$ cat src/hdl/kvt_pkg.sv
// Package for the key/value table: request and status codes, the scan token
// carried along the cell row and the write command. No dependencies.
`timescale 1ns / 1ps

package kvt_pkg;

  localparam int KEY_W = 24;
  localparam int VAL_W = 64;
  localparam int IDX_W = 12;  // slot index; covers tables of up to 4096 entries

  localparam logic [1:0] KIND_ADD  = 2'd0;
  localparam logic [1:0] KIND_DEL  = 2'd1;
  localparam logic [1:0] KIND_FIND = 2'd2;

  localparam logic [1:0] ST_FOUND   = 2'd0;
  localparam logic [1:0] ST_MISSING = 2'd1;
  localparam logic [1:0] ST_FULL    = 2'd2;

  typedef enum logic [1:0] {
    S_IDLE,
    S_SCAN,
    S_DONE
  } state_t;

  // token passed from cell to cell during a scan
  typedef struct packed {
    logic             act;
    logic             hit;
    logic             free;
    logic [IDX_W-1:0] hit_idx;
    logic [IDX_W-1:0] free_idx;
    logic [VAL_W-1:0] val;
  } token_t;

  // table update broadcast to all cells
  typedef struct packed {
    logic             wr;
    logic             clr;
    logic [IDX_W-1:0] idx;
  } cmd_t;

endpackage

$ cat src/hdl/kvt_cell.sv
// One slot of the key/value table: holds valid, key and value, checks the
// passing scan token and forwards it. Depends on kvt_pkg.
`timescale 1ns / 1ps

module kvt_cell #(
  parameter int IDX = 0
) (
  input  logic                      clk,
  input  logic                      rst,
  input  logic [kvt_pkg::KEY_W-1:0] req_key,
  input  logic [kvt_pkg::VAL_W-1:0] req_value,
  input  kvt_pkg::cmd_t             cmd,
  input  kvt_pkg::token_t           tok_in,
  output kvt_pkg::token_t           tok_out
);

  localparam logic [kvt_pkg::IDX_W-1:0] MY_IDX = IDX[kvt_pkg::IDX_W-1:0];

  logic                      valid;
  logic [kvt_pkg::KEY_W-1:0] key;
  logic [kvt_pkg::VAL_W-1:0] value;
  logic                      match;
  logic                      sel;
  kvt_pkg::token_t           tok_next;

  assign match = valid && (key == req_key);
  assign sel   = (cmd.idx == MY_IDX);

  always_comb begin
    tok_next = tok_in;
    if (tok_in.act) begin
      if (match) begin
        tok_next.hit     = 1'b1;
        tok_next.hit_idx = MY_IDX;
        tok_next.val     = value;
      end
      if (!valid && !tok_in.free) begin
        tok_next.free     = 1'b1;
        tok_next.free_idx = MY_IDX;
      end
    end
  end

  always_ff @(posedge clk) begin
    if (rst) begin
      valid       <= 1'b0;
      tok_out.act <= 1'b0;
    end else begin
      tok_out.act <= tok_next.act;
      if (cmd.wr && sel) begin
        valid <= 1'b1;
      end else if (cmd.clr && sel) begin
        valid <= 1'b0;
      end
    end
    tok_out.hit      <= tok_next.hit;
    tok_out.free     <= tok_next.free;
    tok_out.hit_idx  <= tok_next.hit_idx;
    tok_out.free_idx <= tok_next.free_idx;
    tok_out.val      <= tok_next.val;
    if (cmd.wr && sel) begin
      key   <= req_key;
      value <= req_value;
    end
  end

endmodule

$ cat config.mk
export PLATFORM = sky130hd
export DESIGN_NAME = kvt_cell
export DESIGN_NICKNAME = d
export VERILOG_FILES = /design/src/hdl/kvt_pkg.sv /design/src/hdl/kvt_cell.sv
export SDC_FILE = /design/constraint.sdc
export NUM_CORES = 1
export LEC_CHECK = 0
export BUFFER_PORTS_ARGS = -buffer_cell sky130_fd_sc_hd__clkbuf_2
export CAP_MARGIN = 20
export CORE_UTILIZATION = 47
export CTS_BUF_LIST = sky130_fd_sc_hd__clkbuf_8
export DETAILED_ROUTE_END_ITERATION = 8
export GPL_TIMING_DRIVEN = 1
export HOLD_SLACK_MARGIN = 0.03
export PLACE_DENSITY = 0.8
export SLEW_MARGIN = 15
export SYNTH_ARGS = -nofsm -noshare
export SYNTH_HDL_FRONTEND = slang
export SYNTH_SLANG_ARGS = --single-unit
$ cat constraint.sdc
create_clock -name clk -period 3.9 [get_ports clk]
set_input_delay 0.39 -clock clk [delete_from_list [all_inputs] [get_ports clk]]
set_output_delay 0.39 -clock clk [all_outputs]
set_load 0.1 [all_outputs]
## Yosys cells after proc, flatten, opt, wreduce, memory -nomap -nowiden

Index checks and enable logic that the tools add are counted.

| word-level totals | value |
|---|---|
| register bits after elaboration | 180 |
| latch bits | 0 |
| memory bits (writable) | 0 |
| memory bits (read-only) | 0 |
| input bits | 195 |
| output and inout port bits | 91 |
| word-level logic and storage cells | 26 |
| memories kept | 0 |

| cells by class | value |
|---|---|
| $add $sub $neg | 0 |
| multipliers | 0 |
| div/mod/pow operators | 0 |
| magnitude comparators | 0 |
| equality and inequality tests | 1 |
| shift operators | 0 |
| multiplexer cells | 8 |
| bitwise logic cells | 0 |
| reduce and logical (&&, ||, !) cells | 8 |

Operator list:

| cell | number |
|---|---|
| 2-to-1 mux 90 bit | 1 |
| 2-to-1 mux 64 bit | 1 |
| == test 24 bit | 1 |
| 2-to-1 mux 12 bit | 2 |
| logical NOT 12 bit | 1 |
| logical AND 1 bit | 4 |
| 2-to-1 mux 1 bit | 4 |
| logical NOT 1 bit | 2 |
| nonzero test 2 bit | 1 |

## Logic depth before layout (Yosys ltp)

| logic depth | value |
|---|---|
| word-level depth | 4 |
| gate-level depth with buffers | 7 |
| gate-level depth less buffers | 5 |

## Worst setup path after synthesis

OpenSTA, ideal clock, no wires.

| path | value |
|---|---|
| path type | input to register |
| start point | in cmd[2] in the netlist's numbering |
| end point | reg key[0] in the netlist's numbering, enable pin |
| setup time | 442 ps |
| data arrival time | 2,580 ps |
| required time | 3,458 ps |
| path slack | 878 ps |
| stages on the path | 5 |
| buffers on the path | 0 |
| cell sequence | nor4_1 nand3_1 inv_1 nand2_1 inv_1 |

| on the way | value |
|---|---|
| cells in the longest elaborated chain, start to end | 2 |

RTL lines:

| element | line | RTL |
|---|---|---|
| start: declaration | kvt_cell.sv:12 | `input kvt_pkg::cmd_t cmd,` |
| logical NOT 12 bit | kvt_cell.sv:27 | `assign sel = (cmd.idx == MY_IDX);` |
| logical AND 1 bit | kvt_cell.sv:61 | `if (cmd.wr && sel) begin` |
| end signal: assignment | kvt_cell.sv:62 | `key <= req_key;` |
| end: declaration | kvt_cell.sv:20 | `logic [kvt_pkg::KEY_W-1:0] key;` |

Every way passes these cells.
A chain may end at the register's enable or synchronous reset.

==> metrics.yaml <==
status:
  outcome: "finished clean"
grt:
  grt_use_met3_pct: 7.55
  grt_pass1_vias: 3808
  grt_max_degree: 48
  grt_use_met2_pct: 35.5
  grt.busiest_layer: "met2"
  overflow: 0
  antenna_found_initial: 0
  grtUsageTotal_pct: 20.0
  grt_pass1_wl_mm: 18.6
  grt_util_met1_pct: 20.5
logic_synthesis:
  yosysSeqAreaShare_pct: 77.8
  synth_compound_area_share_pct: 0.174
  ys_ff_latch: 180
  synth_cell_types: 23
  muxShareOfSynthArea_pct: 12.5
  yosys.area_share.simple_pct: 4.63
  yosys_warnings: 0
  synthXorXnorAreaFrac_pct: 3.65
  yosys-top-cells-area: "edfxtp_1 46%, dfxtp_1 32%, mux2_2 12%"
  mappedNetlistNets: 520
  avgSynthCellArea_um2: 17.7
  synth_top_area_share_pct: 45.9
  synth_top_family_by_area: "multiplexers"
  syn_area_mm2: 0.00576
  synth_adder_area_share_pct: 0
  postSynthCellCount: 325
  yosysTopAreaCell: "edfxtp_1"
cts:
  clkTransAtPathRegs_ns: 0.09
  cts_tree: "done"
  cts-root-buf: "clkbuf_8"
  cts_resized: 0
  clock_path_buffers: 2
  cts_sinks: 180
  cts_made_buffers: 17
  cts_max_level: 4
  cts_setup_buffers: 0
  clock_latency_ns: 0.45
  postCtsHoldBufs: 0
cells_and_area:
  antenna_cells: 0
  final_area_mm2: 0.00779
  final_nets: 818
  drive_gt1_share_pct: 60.4
  area_growth_pct: 35.3
sta:
  hold_violations: 0
  drv_slew: 0
  min_period_ns: 2.43
  worst-slew-pin-transition_ns: 0.749
  rsz0062_at_grt: "no"
  relSlewSlack_pct: 50.1
  setup-tns-final_ns: 0
  post-route-period-util_pct: 62.4
  skew_ns: 0.0139
  fmax_mhz: 411
  setup-violations-final: 0
min_path:
  hp-class: "input port to flip-flop"
  hold_end: "value[40]$_DFFE_PP_"
  min_path_cells: 1
  hp-start: "req_value[40]"
setup_path:
  crit_required_ns: 4.23
  slowest_stage: "buf_4"
  path_buf_inv: 1
  crit_family: "simple AND/OR/NAND/NOR gates"
  cp-startpoint: "key[1]$_DFFE_PP_"
  cp-end-kind: "flip-flop"
  rr_endpoint: "tok_out[17]$_DFF_P_"
  critical_path_arrival_ns: 2.77
  r2r_start: "key[1]$_DFFE_PP_"
  r2r_cells: 6
  crit_chain: "xor2_1 > nor4_1 > nand4_1 > nor4_4 > buf_4 > mux2_2"
  critPathKind: "flip-flop to flip-flop"
  r2r_slack_ns: 1.47
  startpoint_type: "flip-flop"
  path_max_fanout: 42
  slowest_delay_ns: 0.49
power_and_ir_drop:
  power_density_mw_per_mm2: 510
  peakVddDrop_v: 0.000316
  leakagePower_nw: 3.42
floorplanning:
  die_y_um: 113
  num_io_pins: 286
  die-area_mm2: 0.0127
  die_w_um: 113
  placementRows: 40
  core_area_mm2: 0.0120
  initial_core_util_pct: 48.2
drt:
  post_drt_via_cell_ratio: 4.71
  drc: 0
  wire_per_inst_um: 15.8
  wl_mm: 12.4
  drt_iter0_markers: 167
  final_antenna_net_count: 0
  dr.pass1.iters: 5
  via_count: 3689
placement:
  gp_congestion: 0.797
  port_buffers: 285
  placed_area_mm2: 0.00736
  dp_hpwl_mm: 9.41
flow_run:
  drv_cap: 0
-- flip-flops by register name (all words and copies together) (netlist names) --
| register | flops |
|---|---|
| tok_out | 91 |
| valid | 1 |
| value | 64 |
| key | 24 |
-- metrics by stage --
step	setup WS, ns	util (%)	total power [W]	hold WS (ns)	cells
after global routing	1.25	65.2	0.00410	0.0743	783
after CTS	1.45	65.2	0.00401	0.0793	783
final	1.47	65.2	0.00397	0.107	783
after global placement	1.43	61.5	0.00267	0.439	751
after floorplan	0.878	-	0.00251	0.432	325
after detailed placement	1.34	61.5	0.00268	0.453	751
-- final cells by class --
| class | instances | area (um^2) |
|---|---|---|
| Fill cell | 876 | 4170 |
| Inverter | 3 | 12.5 |
| Timing Repair Buffer | 288 | 1460 |
| Clock buffer | 18 | 248 |
| Multi-Input combinational cell | 133 | 1220 |
| Sequential cell | 180 | 4480 |
| Clock inverter | 14 | 188 |
| Tap cell | 147 | 184 |
-- cell usage after synthesis --
master,count
or2_2,1
buf_6,2
a21oi_1,1
nand3_1,2
inv_1,3
buf_2,5
nor4_2,1
nor2b_1,25
nand4_1,3
nand2_1,1
nor4_1,6
o21ai_0,1
buf_4,1
nor3_1,1
nor2_1,1
xnor2_1,9
edfxtp_1,88
mux2_1,1
xor2_1,15
dfxtp_1,92
mux2_2,63
clkbuf_1,1
nand2b_1,2
-- cells by family (layout without fill, tap and decap cells) --
logic type,Yosys count,in the layout
flops,180,180
mux,64,64
simple gates,43,43
xor+xnor,24,24
buf+inv,12,323
compound gates,2,2
-- how the worst max path moves through the flow --
stage | slack (ns) | cells after the start | endpoint
floorplan | 0.88 | 5 | key[0]$_DFFE_PP_
global placement | 1.43 | 7 | tok_out[3]$_DFF_P_
detailed placement | 1.34 | 7 | tok_out[8]$_DFF_P_
CTS | 1.45 | 6 | tok_out[17]$_DFF_P_
global route | 1.25 | 6 | tok_out[2]$_DFF_P_
finish | 1.47 | 6 | tok_out[17]$_DFF_P_
-- report_power, final --
part / leakage, nW / internal (W) / total (W) / switching (W)
logic: 1.64 / 0.000138 / 0.000588 / 0.000450
clock network: 0.221 / 0.000711 / 0.00134 / 0.000630
registers: 1.57 / 0.00203 / 0.00204 / 0.0000156
total: 3.42 / 0.00288 / 0.00397 / 0.00110
-- layer usage --
metal | vias to the layer above | share of wire [%]
li1 | 1755 | -
met1 | 1710 | 36
met2 | 198 | 52
met3 | 26 | 8.9
met4 | 0 | 2.5
met5 | - | 0
-- layout by cell type, fill, tap and decap left out, drive strengths merged --
cell type	n
nand4	3
nand3	2
nor4	7
nand2	1
or2	1
clkinv	7
clkinvlp	2
xor2	15
nor3	1
dfxtp	92
nand2b	2
clkbuf	303
edfxtp	88
xnor2	9
mux2	64
a21oi	1
bufinv	4
buf	3
nor2b	25
nor2	1
inv	4
o21ai	1
-- worst register-to-register path: cells and delay by family, from the launching register on --
family	cells	cell delay (ns)
simple gates	3	0.86
buf+inv	1	0.49
mux	1	0.43
flops	1	0.39
xor+xnor	1	0.15
Note: power is estimated with default switching activity, not from simulation.
