<file path="src/hdl/kvt_pkg.sv">
// Package for the key/value table: request and status codes, the scan token
// carried along the cell row and the write command. No dependencies.
`timescale 1ns / 1ps

package kvt_pkg;

  localparam int KEY_W = 24;
  localparam int VAL_W = 64;
  localparam int IDX_W = 12;  // slot index; covers tables of up to 4096 entries

  localparam logic [1:0] KIND_ADD  = 2'd0;
  localparam logic [1:0] KIND_DEL  = 2'd1;
  localparam logic [1:0] KIND_FIND = 2'd2;

  localparam logic [1:0] ST_FOUND   = 2'd0;
  localparam logic [1:0] ST_MISSING = 2'd1;
  localparam logic [1:0] ST_FULL    = 2'd2;

  typedef enum logic [1:0] {
    S_IDLE,
    S_SCAN,
    S_DONE
  } state_t;

  // token passed from cell to cell during a scan
  typedef struct packed {
    logic             act;
    logic             hit;
    logic             free;
    logic [IDX_W-1:0] hit_idx;
    logic [IDX_W-1:0] free_idx;
    logic [VAL_W-1:0] val;
  } token_t;

  // table update broadcast to all cells
  typedef struct packed {
    logic             wr;
    logic             clr;
    logic [IDX_W-1:0] idx;
  } cmd_t;

endpackage

</file>
<file path="src/hdl/kvt_ctrl.sv">
// Request sequencer for the key/value table: takes a transaction, launches
// the scan token, decides the update and drives the result. Depends on kvt_pkg.
`timescale 1ns / 1ps

module kvt_ctrl (
  input  logic                      clk,
  input  logic                      rst,
  input  logic                      s_tvalid,
  output logic                      s_tready,
  input  logic [1:0]                s_kind,
  input  logic [kvt_pkg::KEY_W-1:0] s_key,
  input  logic [kvt_pkg::VAL_W-1:0] s_value,
  output logic                      m_tvalid,
  input  logic                      m_tready,
  output logic [1:0]                m_status,
  output logic [kvt_pkg::VAL_W-1:0] m_value,
  output logic [kvt_pkg::KEY_W-1:0] req_key,
  output logic [kvt_pkg::VAL_W-1:0] req_value,
  output kvt_pkg::cmd_t             cmd,
  output kvt_pkg::token_t           tok_head,
  input  kvt_pkg::token_t           tok_tail
);

  kvt_pkg::state_t           state;
  kvt_pkg::state_t           state_next;
  logic [1:0]                kind;
  logic                      start;
  kvt_pkg::token_t           hold;
  kvt_pkg::cmd_t             cmd_next;
  logic                      res_load;
  logic [1:0]                res_status;
  logic [kvt_pkg::VAL_W-1:0] res_value;
  logic                      go;
  logic                      in_acc;

  assign in_acc = s_tvalid && s_tready;

  always_comb begin
    tok_head          = '0;
    tok_head.act      = start;
  end

  always_comb begin
    state_next = state;
    case (state)
      kvt_pkg::S_IDLE: begin
        if (in_acc) state_next = kvt_pkg::S_SCAN;
      end
      kvt_pkg::S_SCAN: begin
        if (tok_tail.act) state_next = kvt_pkg::S_DONE;
      end
      kvt_pkg::S_DONE: begin
        if (go) state_next = kvt_pkg::S_IDLE;
      end
      default: state_next = kvt_pkg::S_IDLE;
    endcase
  end

  always_comb begin
    s_tready   = 1'b0;
    cmd_next   = '0;
    res_load   = 1'b0;
    res_status = kvt_pkg::ST_FOUND;
    res_value  = '0;
    go         = 1'b0;
    case (state)
      kvt_pkg::S_IDLE: begin
        s_tready = 1'b1;
      end
      kvt_pkg::S_DONE: begin
        case (kind)
          kvt_pkg::KIND_ADD: begin
            if (hold.hit) begin
              cmd_next.wr  = 1'b1;
              cmd_next.idx = hold.hit_idx;
            end else if (hold.free) begin
              cmd_next.wr  = 1'b1;
              cmd_next.idx = hold.free_idx;
            end else begin
              res_load   = 1'b1;
              res_status = kvt_pkg::ST_FULL;
            end
          end
          kvt_pkg::KIND_DEL: begin
            cmd_next.clr = hold.hit;
            cmd_next.idx = hold.hit_idx;
          end
          kvt_pkg::KIND_FIND: begin
            res_load = 1'b1;
            if (hold.hit) begin
              res_status = kvt_pkg::ST_FOUND;
              res_value  = hold.val;
            end else begin
              res_status = kvt_pkg::ST_MISSING;
            end
          end
          default: ;
        endcase
        go = !res_load || !m_tvalid || m_tready;
        if (!go) begin
          cmd_next = '0;
          res_load = 1'b0;
        end
      end
      default: ;
    endcase
  end

  always_ff @(posedge clk) begin
    if (rst) begin
      state    <= kvt_pkg::S_IDLE;
      start    <= 1'b0;
      cmd      <= '0;
      m_tvalid <= 1'b0;
    end else begin
      state <= state_next;
      start <= in_acc;
      cmd   <= cmd_next;
      if (res_load) begin
        m_tvalid <= 1'b1;
      end else if (m_tready) begin
        m_tvalid <= 1'b0;
      end
    end
  end

  always_ff @(posedge clk) begin
    if (in_acc) begin
      kind      <= s_kind;
      req_key   <= s_key;
      req_value <= s_value;
    end
    if (state == kvt_pkg::S_SCAN && tok_tail.act) hold <= tok_tail;
    if (res_load) begin
      m_status <= res_status;
      m_value  <= res_value;
    end
  end

`ifndef SYNTHESIS
  a_cmd_excl: assert property (@(posedge clk) disable iff (rst)
    !(cmd.wr && cmd.clr))
    else $error("write and clear issued together");

  a_acc_scan: assert property (@(posedge clk) disable iff (rst)
    in_acc |=> (state == kvt_pkg::S_SCAN) && start)
    else $error("accepted request did not start a scan");

  a_tail_scan: assert property (@(posedge clk) disable iff (rst)
    tok_tail.act |-> (state == kvt_pkg::S_SCAN))
    else $error("scan token arrived outside a scan");

  a_res_done: assert property (@(posedge clk) disable iff (rst)
    (res_load || cmd_next.wr || cmd_next.clr) |-> (state == kvt_pkg::S_DONE))
    else $error("update or result outside the decision state");
`endif

endmodule

</file>
<file path="config.mk">
export PLATFORM = sky130hd
export DESIGN_NAME = kvt_ctrl
export DESIGN_NICKNAME = d
export VERILOG_FILES = /design/src/hdl/kvt_pkg.sv /design/src/hdl/kvt_ctrl.sv
export SDC_FILE = /design/constraint.sdc
export NUM_CORES = 1
export LEC_CHECK = 0
export BUFFER_PORTS_ARGS = -buffer_cell sky130_fd_sc_hd__buf_2
export CAP_MARGIN = 20
export CORE_AREA = 2 2 175 177
export CTS_BUF_LIST = sky130_fd_sc_hd__clkbuf_16
export DETAILED_ROUTE_END_ITERATION = 8
export DIE_AREA = 0 0 177 179
export GPL_TIMING_DRIVEN = 0
export SETUP_SLACK_MARGIN = 0.02
export SLEW_MARGIN = 20
export SYNTH_ARGS = -nofsm -noshare
export SYNTH_HDL_FRONTEND = slang
export SYNTH_SLANG_ARGS = --single-unit
export TNS_END_PERCENT = 10
</file>
<file path="constraint.sdc">
create_clock -name clk -period 5.8 [get_ports clk]
set_clock_uncertainty 0.2 [all_clocks]
set_input_delay 1.16 -clock clk [delete_from_list [all_inputs] [get_ports clk]]
set_output_delay 1.16 -clock clk [all_outputs]
set_load 0.03 [all_outputs]
</file>
Word level (Yosys, flattened, before mapping) --
Cells that the tools add are included.
Storage, ports and cells: register bits after elaboration 264, input bits 185, output and inout bits 261, logic and storage cells 64
Cells by class: equal/unequal tests 7, multiplexer cells 23, bitwise operators 4, reductions and logical operators 14
Operator list (number):
- $mux W12 | 2
- $pmux W12 S2 | 1
- $mux W1 | 12
- $mux W2 | 5
- $reduce_or A4 Y1 | 2
- $ne A2 B2 Y1 const B | 3
- $pmux W2 S3 | 1
- $reduce_and A3 Y1 | 2
- $eq A2 B1 Y1 const B | 2
- $eq A2 B2 Y1 const B | 2
- $logic_not A2 Y1 | 2
- $not A1 Y1 | 4
- $pmux W2 S2 | 1
- $reduce_or A3 Y1 | 1
- $logic_and A1 B1 Y1 | 2
- $logic_not A1 Y1 | 2
- $logic_or A1 B1 Y1 | 2
- $pmux W1 S2 | 1
- $reduce_bool A2 Y1 | 1

Logic depth before layout (Yosys ltp) --
word-level depth 10, mapped depth 5, gate-level depth less buffers 3

Least setup slack after synthesis --
OpenSTA, ideal clock, no wires.
kind input port to flip-flop, start point input m_tready, end point register m_status[0] (enable), setup time 0.491 ns, arrival time 4.156 ns, data required time 5.109 ns, setup slack 0.954 ns, stages 3, path buffers 0, cells stage by stage nand2b_1 nor3_1 nor2_1
Between the ends: cells in the longest elaborated chain, start to end 3
RTL lines:
- from (decl) | RTL line kvt_ctrl.sv:14 | input logic m_tready,
- $logic_or A1 B1 Y1 | RTL line kvt_ctrl.sv:99 | go = !res_load || !m_tvalid || m_tready;
- $mux W1 | RTL line kvt_ctrl.sv:100 | if (!go) begin
- $mux W1 | RTL line kvt_ctrl.sv:66 | case (state)
- via res_load | RTL line kvt_ctrl.sv:30 | logic res_load;
- to (signal assigned) | RTL line kvt_ctrl.sv:135 | m_status <= res_status;
- to (decl) | RTL line kvt_ctrl.sv:15 | output logic [1:0] m_status,
The timed path passes the listed nets, and every way through them passes these cells. A chain may end at the register's enable or synchronous reset.

Worst setup path in the final report --
start point register state[0], end point output s_tready
Between the ends: cells in the longest elaborated chain, start to end 2
RTL lines:
- from (decl) | RTL line kvt_ctrl.sv:24 | kvt_pkg::state_t state;
- from (signal assigned) | RTL line kvt_ctrl.sv:111 | state <= kvt_pkg::S_IDLE;
- from (signal assigned) | RTL line kvt_ctrl.sv:116 | state <= state_next;
- $logic_not A2 Y1 | RTL line kvt_ctrl.sv:66
- $mux W1 | RTL line kvt_ctrl.sv:66
- to (decl) | RTL line kvt_ctrl.sv:9 | output logic s_tready,
No other way between the ends.

==> metrics <==
Max stage delay cell, worst path dfxtp_1; largest net degree at the start of global routing 55; Non-Filler Instances 1390; via count 5349; sequential area share after synthesis 0.8362; maximum clock rate 375.3 MHz; simple-gate portion of the synthesized area 0.06806; slew margin rel. 0.5386; area fraction in compound gates after synthesis 0.01175; Hold Crit Class reg2reg; Vias/cell 3.848; top cells by area, synth edfxtp_1 80%, buf_4 7.5%, and2_1 4.4%; Post-Synth Adder-Cell Area 0; Ys Warns 0; crit-path cells nor2_1, buf_2; initial antenna violation count 6; # clock sinks 264; Seq cells post-synth 264; final setup violating endpoints 0; drc violations 0; Worst-path clk slew 0.06 ns; post-synthesis mux area share 0; Root Buffer Master clkbuf_16; PortBufs 355; unrepaired setup endpoints after global routing no; Synth Area per Inst 18.79 µm²; vias in the first global route 5286; Routed WL per cell 15.42 µm; HPWL after DPL 16340 µm; hold-critical path depth 2; htree depth 1; post-synthesis xor/xnor area fraction 0; TritonCTS clock tree built; worst-margin pin slew 0.6904 ns; Routability Congestion 0.7653; CTS Buf Count 28; first-pass GRT wire length 30660 µm; Final Critical Period 2.664 ns; FF-to-FF path depth 4; Max Cap Viol 0; Netlist cell types 25; Setup CP Type reg2out; Post-synth top cells 246 x edfxtp_1, 92 x buf_4, 65 x and2_1; Startpoint Class register; prevailing post-synth register cell edfxtp_1; Initial Utilization 0.3085; drt pass-1 iters 4; Syn Inst Count 493; Yosys top cell area share 0.7973; critical-path maximum fanout 6; Die W 177 µm; Pins Over Slew Limit 0; die area 0.03168 mm²; crit end category primary output; Inst Count DP 1338; leakage 5.730 nW; power per standard cell area 323.4 mW/mm²; share of cells above drive strength 1 0.5065; Final Hold Viols 0; clk_lat worst skew 0.53 ns; Worst Path Required 4.44 ns; Die Y 179 µm; total grt overflow 0; fin nets 1157; FFs w/ async S/R, synth 0; outcome complete, no violations; Tcrit/Tclk final 0.4594; Ports 446; cts repair resizes 0; Post-synth EDFFs 246; most numerous cell in the Yosys netlist edfxtp_1; final core occ 0.4272; Synth-to-Final Area Change 38.45%; dominant cell type by area after synthesis edfxtp_1; setup bufs post-CTS 0; post-synthesis cell area 0.009265 mm²; Max Root-Sink Buffers 3; routed wire length 21440 µm; total core area 0.03003 mm²; critical path arrival 1.30 ns; Tot Pwr 4.148 mW; worst ir drop on vdd 0.2594 mV; initial drt markers 147; remaining antenna violation count after routing 0; Crit path largest cell delay 0.48 ns; # rows 64; GRT Resource Usage Total 0.1298; cts hold-fix bufs 0; largest family of logic cells by synthesized area buffers and inverters
-- metrics by stage --
| stage | hold slack [ns] | setup TNS (ns) | setup slack, ns | cell area (µm²) |
|---|---|---|---|---|
| global placement | 0.2828 | -57.03 | -0.8711 | 11870 |
| detailed placement | 0.2867 | 0 | 2.818 | 12000 |
| CTS | 0.3045 | 0 | 3.054 | 12820 |
| global route | 0.3257 | 0 | 3.036 | 12820 |
| floorplan | 0.2411 | 0 | 0.9536 | 9599 |
| finish | 0.2981 | 0 | 3.136 | 12830 |
-- worst max-delay path: cells and delay by family (launching register included) --
family	cells	cell delay, ns
buffers and inverters	1	0.19
DFF	1	0.48
and+or+nand+nor	1	0.10
-- cells by family after synthesis --
group,Yosys count
compound gates,18
simple gates,108
flops,264
other cells,1
buf+inv,102
-- sequential cells by signal (all words and copies together) (netlist names) --
name       count
cmd           14
hold          90
kind           2
m_status       2
m_tvalid       1
m_value       64
req_key       24
req_value     64
start          1
state          2
-- placed cells by master (no fill, tap or decap), types with 2 or more instances in the layout --
cell        netlist  final
inv_1             0      6
clkinvlp_4        0      3
a21oi_1          13     13
clkbuf_1          3      3
and2_1           65     64
clkinv_2          0      4
clkbuf_16         0     29
dfxtp_1          18     18
nor3_1            2      2
buf_12            0      3
nand3_1          12     12
conb_1            1     90
buf_16            0      2
edfxtp_1        246    246
clkinv_1          0      9
buf_6             6      6
nand2_1          13     13
and3_1            2      2
buf_4            92     92
nor2_1            6      5
buf_2             1    356
nand2b_1          2      2
-- where the power goes --
group / switching [mW] / leakage, nW / internal (mW)
combinational: 0.253 / 2.72 / 0.125
sequential: 0.0193 / 2.59 / 2.16
clock: 0.694 / 0.420 / 0.896
-- routing by layer --
metal | wire length (µm) | vias up | GRT usage
met5 | 52 | - | 0
met4 | 529 | 8 | 0.04132
met3 | 2138 | 48 | 0.04898
met2 | 10820 | 268 | 0.2242
met1 | 7903 | 2453 | 0.1486
li1 | - | 2572 | -
-- path summary, 6_finish.rpt --
kind,endpoint,slack (ns),startpoint
worst min-delay path,cmd[2]$_SDFF_PP0_,0.30,hold[78]$_DFFE_PP_
worst max register to register,m_value[41]$_SDFFCE_PN0P_,3.36,kind[0]$_DFFE_PP_
worst min register to register,cmd[2]$_SDFF_PP0_,0.30,hold[78]$_DFFE_PP_
worst max-delay path,s_tready,3.14,state[0]$_SDFFE_PP0P_
-- area by class of cell --
| type | count | area, µm² |
|---|---|---|
| antenna | 1 | 2.502 |
| sequential | 264 | 7747 |
| multi-input combinational | 216 | 1091 |
| buffer | 102 | 774.5 |
| clock inverter | 22 | 98.84 |
| tap | 396 | 495.5 |
| fill | 2772 | 17200 |
| timing repair buffer | 360 | 1892 |
| clock buffer | 29 | 725.7 |
(Power assumes the default switching activity.)
